### src/hdl/mrst_pkg.sv
// Shared types, constants and state encoding for the slimmest spanning tree block.
`timescale 1ns / 1ps

package mrst_pkg;

    localparam int VTX_W = 9;
    localparam int WGT_W = 32;
    localparam logic [1:0] REG_VERTEX_COUNT = 2'd0;

    typedef struct packed {
        logic [8:0]  end_a;
        logic [8:0]  end_b;
        logic [31:0] weight;
        logic        last_edge;
    } in_word_t;

    typedef struct packed {
        logic        connected;
        logic [31:0] min_range;
    } out_word_t;

    typedef enum logic [3:0] {
        ST_LOAD,
        ST_SORT_RD,
        ST_SORT_CMP,
        ST_PASS_INIT,
        ST_EDGE_RD,
        ST_FIND,
        ST_JOIN,
        ST_PASS_END,
        ST_OUT
    } state_t;

    // Commands from the controller to the datapath.
    typedef struct packed {
        logic load;
        logic sort_start;
        logic sort_read;
        logic sort_step;
        logic pass_start;
        logic init_step;
        logic edge_read;
        logic find_step;
        logic join_step;
        logic pass_end;
        logic out_done;
    } cmd_t;

    // Status from the datapath to the controller.
    typedef struct packed {
        logic sort_done;
        logic init_done;
        logic pass_stop;
        logic all_done;
        logic edge_skip;
        logic find_done;
        logic single;
    } stat_t;

endpackage

### src/hdl/mrst_ctrl.sv
// Controller state machine sequencing load, sort and Kruskal passes.
`timescale 1ns / 1ps

module mrst_ctrl
(
    input  logic            clk,
    input  logic            rst_n,
    input  logic            in_valid,
    input  logic            last_edge,
    input  logic            out_stall,
    input  mrst_pkg::stat_t stat,
    output mrst_pkg::cmd_t  cmd,
    output logic            in_stall,
    output logic            out_valid
);

    mrst_pkg::state_t state_reg;
    mrst_pkg::state_t state_next;

    always_ff @(posedge clk or negedge rst_n)
    begin
        if (!rst_n)
        begin
            state_reg <= mrst_pkg::ST_LOAD;
        end
        else
        begin
            state_reg <= state_next;
        end
    end

    always_comb
    begin
        state_next = state_reg;
        case (state_reg)
            mrst_pkg::ST_LOAD:
            begin
                if (in_valid && last_edge)
                begin
                    state_next = mrst_pkg::ST_SORT_RD;
                end
            end
            mrst_pkg::ST_SORT_RD:
            begin
                if (stat.single)
                begin
                    state_next = mrst_pkg::ST_OUT;
                end
                else if (stat.sort_done)
                begin
                    state_next = mrst_pkg::ST_PASS_INIT;
                end
                else
                begin
                    state_next = mrst_pkg::ST_SORT_CMP;
                end
            end
            mrst_pkg::ST_SORT_CMP:
            begin
                state_next = mrst_pkg::ST_SORT_RD;
            end
            mrst_pkg::ST_PASS_INIT:
            begin
                if (stat.all_done)
                begin
                    state_next = mrst_pkg::ST_OUT;
                end
                else if (stat.init_done)
                begin
                    state_next = mrst_pkg::ST_EDGE_RD;
                end
            end
            mrst_pkg::ST_EDGE_RD:
            begin
                if (stat.pass_stop)
                begin
                    state_next = mrst_pkg::ST_PASS_END;
                end
                else
                begin
                    state_next = mrst_pkg::ST_FIND;
                end
            end
            mrst_pkg::ST_FIND:
            begin
                if (stat.edge_skip)
                begin
                    state_next = mrst_pkg::ST_EDGE_RD;
                end
                else if (stat.find_done)
                begin
                    state_next = mrst_pkg::ST_JOIN;
                end
            end
            mrst_pkg::ST_JOIN:
            begin
                state_next = mrst_pkg::ST_EDGE_RD;
            end
            mrst_pkg::ST_PASS_END:
            begin
                state_next = mrst_pkg::ST_PASS_INIT;
            end
            mrst_pkg::ST_OUT:
            begin
                if (!out_stall)
                begin
                    state_next = mrst_pkg::ST_LOAD;
                end
            end
            default:
            begin
                state_next = mrst_pkg::ST_LOAD;
            end
        endcase
    end

    always_comb
    begin
        cmd       = '0;
        in_stall  = 1'b1;
        out_valid = 1'b0;
        case (state_reg)
            mrst_pkg::ST_LOAD:
            begin
                in_stall        = 1'b0;
                cmd.load        = in_valid;
                cmd.sort_start  = in_valid && last_edge;
            end
            mrst_pkg::ST_SORT_RD:
            begin
                cmd.sort_read = 1'b1;
                cmd.pass_start = stat.sort_done;
            end
            mrst_pkg::ST_SORT_CMP:
            begin
                cmd.sort_step = 1'b1;
            end
            mrst_pkg::ST_PASS_INIT:
            begin
                cmd.init_step = 1'b1;
            end
            mrst_pkg::ST_EDGE_RD:
            begin
                cmd.edge_read = 1'b1;
            end
            mrst_pkg::ST_FIND:
            begin
                cmd.find_step = 1'b1;
            end
            mrst_pkg::ST_JOIN:
            begin
                cmd.join_step = 1'b1;
            end
            mrst_pkg::ST_PASS_END:
            begin
                cmd.pass_end = 1'b1;
            end
            mrst_pkg::ST_OUT:
            begin
                out_valid    = 1'b1;
                cmd.out_done = !out_stall;
            end
            default:
            begin
                cmd = '0;
            end
        endcase
    end

endmodule

### config.mk
export PLATFORM = sky130hd
export DESIGN_NAME = mrst_ctrl
export DESIGN_NICKNAME = d
export VERILOG_FILES = /design/src/hdl/mrst_pkg.sv /design/src/hdl/mrst_ctrl.sv
export SDC_FILE = /design/constraint.sdc
export NUM_CORES = 1
export LEC_CHECK = 0
export ABC_CLOCK_PERIOD_IN_PS = 1600
export BUFFER_PORTS_ARGS = -buffer_cell sky130_fd_sc_hd__buf_2
export CORE_AREA = 2 2 39 41
export DETAILED_ROUTE_END_ITERATION = 8
export DIE_AREA = 0 0 41 43
export PLACE_DENSITY = 0.63
export REMOVE_ABC_BUFFERS = 1
export SLEW_MARGIN = 20
export SYNTH_ARGS = -nofsm -noshare
export SYNTH_HDL_FRONTEND = slang
export SYNTH_SLANG_ARGS = --single-unit
export TNS_END_PERCENT = 20
### constraint.sdc
create_clock -name clk -period 1.6 [get_ports clk]
set_clock_uncertainty 0.05 [all_clocks]
set_input_delay 0.16 -clock clk [delete_from_list [all_inputs] [get_ports clk]]
set_output_delay 0.16 -clock clk [all_outputs]
set_load 0.02 [all_outputs]
# After elaboration in Yosys (flattened, before gate mapping)
# Cells that the tools add are included.
[word_totals] input_bits=12 ff_bits=4 wordCells=39 out_inout_bits=13
[classes] n_reduce_logical=4 n_eq_ne=12 n_mux=22
[op_table] cell="$pmux 4 s9" count=1
[op_table] cell="$mux 4" count=7
[op_table] cell="$eq 4x3->1 const B" count=4
[op_table] cell="$mux 1" count=12
[op_table] cell="$eq 4x2->1 const B" count=2
[op_table] cell="$ne 3x3->1 const B" count=2
[op_table] cell="$eq 4x1->1 const B" count=1
[op_table] cell="$eq 4x4->1 const B" count=1
[op_table] cell="$logic_not 4->1" count=1
[op_table] cell="$mux 2" count=2
[op_table] cell="$ne 2x2->1 const B" count=2
[op_table] cell="$reduce_and 4->1" count=1
[op_table] cell="$logic_and 1x1->1" count=1
[op_table] cell="$logic_not 1->1" count=1

# Depth between registers and ports, before layout
[depth] depth_word=3 ltp_mapped=4 ltp_nobuf=3

# Worst setup path after synthesis
# Ideal clock, no wire load.
[synth_timing] path_type="reg2out" startpoint="register state_reg[1]" endpoint="output cmd[0] in the netlist's numbering" t_arrival_ns=1.536 required_time_ns=1.390 stages_incl_launch_ff=4 slack_ns=-0.146 cell_sequence="dfrtp_1 buf_6 nor4b_2 nor2b_1"
[synth_rtl] element="start, declared" line_no="mrst_ctrl.sv:17" text="mrst_pkg::state_t state_reg;"
[synth_rtl] element="start signal, assigned" line_no="mrst_ctrl.sv:24" text="state_reg <= mrst_pkg::ST_LOAD;"
[synth_rtl] element="start signal, assigned" line_no="mrst_ctrl.sv:28" text="state_reg <= state_next;"
[synth_rtl] element="end, declared" line_no="mrst_ctrl.sv:12" text="output mrst_pkg::cmd_t cmd,"

==> flow_metrics.py <==
metrics = {
    "cells_and_area": {
        "drive_gt1_share_pct": 59.7,
        "seq_area_um2": 105,
        "syn2layout_area_growth_pct": 56.3,
        "largest_register_ffs": 4,
        "antennaDiodeCount": 0,
        "multi_input_area_um2": 280,
        "fin_cells": 93,
        "nFillCells": 148,
        "nets": 91,
    },
    "sta": {
        "finalCritPeriodShare_pct": 98.6,
        "worst_slew_pin_slew_ns": 0.408,
        "period_needed_ns": 1.58,
        "rsz0062_at_grt": "true",
        "finalMaxSlewViolations": 0,
        "setup_viol_count_final": 0,
        "finalHoldViolCount": 0,
        "relSlewSlack_pct": 72.4,
        "max_freq_ghz": 0.634,
    },
    "global_route": {
        "antenna_found_initial": 0,
        "grt_max_degree": 12,
        "grt_pass1_vias": 420,
        "grtUsageTotal_pct": 13.2,
        "grt-ovfl-total": 0,
        "grt_first_pass_wirelength_um": 1640,
    },
    "routing": {
        "vias": 457,
        "drt_iter0_markers": 2,
        "viasPerCell": 4.91,
        "finalWirelength_um": 1010,
        "post_drt_wl_per_cell_um": 10.9,
        "drc": 0,
        "drtAntennaViolNets": 0,
        "firstDrtPassIters": 4,
    },
    "clocking": {
        "clk_latency_ns": 0.23,
        "cts_setup_buffers": 0,
        "cts_buffers": 3,
        "cts_max_level": 1,
        "cts.root.buffer_cell": "clkbuf_4",
        "cts_sinks": 4,
        "cts_buffer_depth": 2,
        "clk_pin_slew_ns": 0.03,
        "tritoncts": "built",
    },
    "power_and_ir_drop": {
        "power.total_mw": 1.08,
        "power_density_nw_per_um2": 1770,
        "vdd_drop_max_v": 0.000746,
        "p_leak_nw": 0.293,
    },
    "floorplan": {
        "dieArea_um2": 1760,
        "placementRows": 14,
        "fp.dieH_um": 43,
        "fp.dieW_um": 41,
        "fp.coreArea_um2": 1380,
        "boundaryPins": 25,
        "start_util_pct": 28.1,
    },
    "worst_hold_path": {
        "whs_endpoint": "state_reg[3]$_DFFE_PN0P_",
        "hp-class": "input port to flip-flop",
        "worstHoldStart": "out_stall",
        "min_path_cells": 2,
    },
    "synthesis": {
        "synth_ff_type": "dfrtp_1",
        "syn_area_per_cell_um2": 8.28,
        "synth-seq-cells": 4,
        "postSynthCellCount": 47,
        "synth-async-reset-ratio_pct": 100,
        "synth_edf_count": 0,
        "synth_area_um2": 389,
        "yosysWarnings": 0,
        "synth_cell_types": 28,
        "yosysSeqAreaShare_pct": 25.7,
    },
    "flow_run": {
        "maxCapViolCount": 0,
    },
    "place": {
        "io_buffers": 24,
        "gp_congestion": 0.788,
        "placed_cells": 89,
        "hpwl_um": 829,
    },
    "worst_setup_path": {
        "startpoint_type": "flip-flop",
        "reg2reg_depth": 3,
        "worstPathArrival_ns": 1.37,
        "endpoint_kind": "output port",
        "crit_chain": "nand2b_2, nor3_2, and2_1, buf_2",
        "regToRegSetupSlack_ns": 0.09,
        "worstReg2RegEnd": "state_reg[1]$_DFFE_PN0P_",
        "crit_path_top_delay_cell": "dfrtp_2",
        "r2r-start": "state_reg[1]$_DFFE_PN0P_",
        "max_stage_delay_ns": 0.48,
        "worstPathRequired_ns": 1.39,
        "path_class": "flip-flop to output port",
        "worstPathMaxFanout": 11,
    },
    "run_status": {
        "status": "completed",
    },
}
==> per-stage QoR <==
step | setup TNS (ns) | utilization [%] | hold slack [ns] | area, um2 | setup WS [ns]
final | 0 | 43.9 | 0.135 | 608 | 0.0231
after CTS | -0.00289 | 42.8 | 0.133 | 592 | -0.00289
after floorplan | -0.265 | - | -0.186 | 358 | -0.139
after detailed placement | 0 | 39.2 | -0.0789 | 543 | 0.0670
after global routing | -0.114 | 43.9 | 0.139 | 608 | -0.0315
after global placement | 0 | 39.2 | -0.0800 | 543 | 0.107
==> layout by cell type, fill, tap and decap left out, drive strengths merged <==
cell type	n
or4b	2
a32oi	1
nor2b	2
nand3	1
o311a	1
nor4	1
o31a	1
nor3	4
nor4b	2
nand2b	3
a31oi	1
dfrtp	4
dlygate4sd3	1
and2	1
mux2	1
or4	1
a21oi	2
a32o	1
and3	1
a21o	1
buf	30
nor2	6
clkbuf	3
nand2	4
a2111oi	1
or3b	1
==> worst max-delay path by stage <==
stage / endpoint / start / cells past startpoint / slack [ns]
floorplan: cmd[0] / state_reg[1]$_DFFE_PN0P_ / 2 / -0.14
global placement: state_reg[1]$_DFFE_PN0P_ / state_reg[1]$_DFFE_PN0P_ / 3 / 0.11
detailed placement: state_reg[1]$_DFFE_PN0P_ / state_reg[1]$_DFFE_PN0P_ / 3 / 0.07
CTS: cmd[6] / state_reg[0]$_DFFE_PN0P_ / 4 / -0.003
global route: cmd[9] / state_reg[2]$_DFFE_PN0P_ / 5 / -0.03
finish: cmd[6] / state_reg[1]$_DFFE_PN0P_ / 4 / 0.02
==> cell usage after synthesis, drive strengths merged (2+ instances only) <==
master | n | share of area [%]
nand2b | 3 | 4.8
a21oi | 2 | 2.6
buf | 4 | 8.0
nor2b | 2 | 3.2
nor4b | 2 | 6.1
or4b | 2 | 5.1
dfrtp | 4 | 26
nor2 | 6 | 5.8
nand2 | 4 | 4.5
nor3 | 4 | 5.1
==> worst max-delay path, delay by kind of cell, from the launching register on <==
family | cells | cell delay [ns]
buffers and inverters | 1 | 0.15
flip-flops | 1 | 0.48
AND/OR/NAND/NOR | 3 | 0.51
==> cell type report <==
cell class | count | area share (%)
clock buffer | 3 | 3.70
multi-input combinational | 39 | 46.1
sequential | 4 | 17.3
tap | 16 | 3.29
timing repair buffer | 31 | 29.6
==> timing repair <==
action	4_1_cts	5_1_grt
endpoints found under the setup margin	4	8
hold buffers	1	0
pin swaps	0	1
endpoints found under the hold margin	4	0
resized for setup	4	8
==> power breakdown <==
| group | switching, mW | internal [mW] | total (mW) |
|---|---|---|---|
| logic | 0.353 | 0.327 | 0.680 |
| clock network | 0.0352 | 0.0835 | 0.119 |
| registers | 0.128 | 0.152 | 0.279 |
| total | 0.517 | 0.562 | 1.08 |
==> per-layer routing <==
metal	wire length [um]	up-vias	global-route usage, %	part of all wire, %
met5	0	-	0	0
met4	0	0	6.00	0
met3	44	0	1.57	4.4
met2	533	10	20.9	53
met1	431	206	16.8	43
li1	-	241	-	-
==> logic make-up after synthesis <==
| kind of cell | count (synthesis) | share of synthesized area (%) |
|---|---|---|
| simple gates | 29 | 45.0 |
| compound gates | 9 | 18.3 |
| flops | 4 | 25.7 |
| buf+inv | 4 | 8.04 |
| mux | 1 | 2.89 |
(Power assumes the default switching activity.)
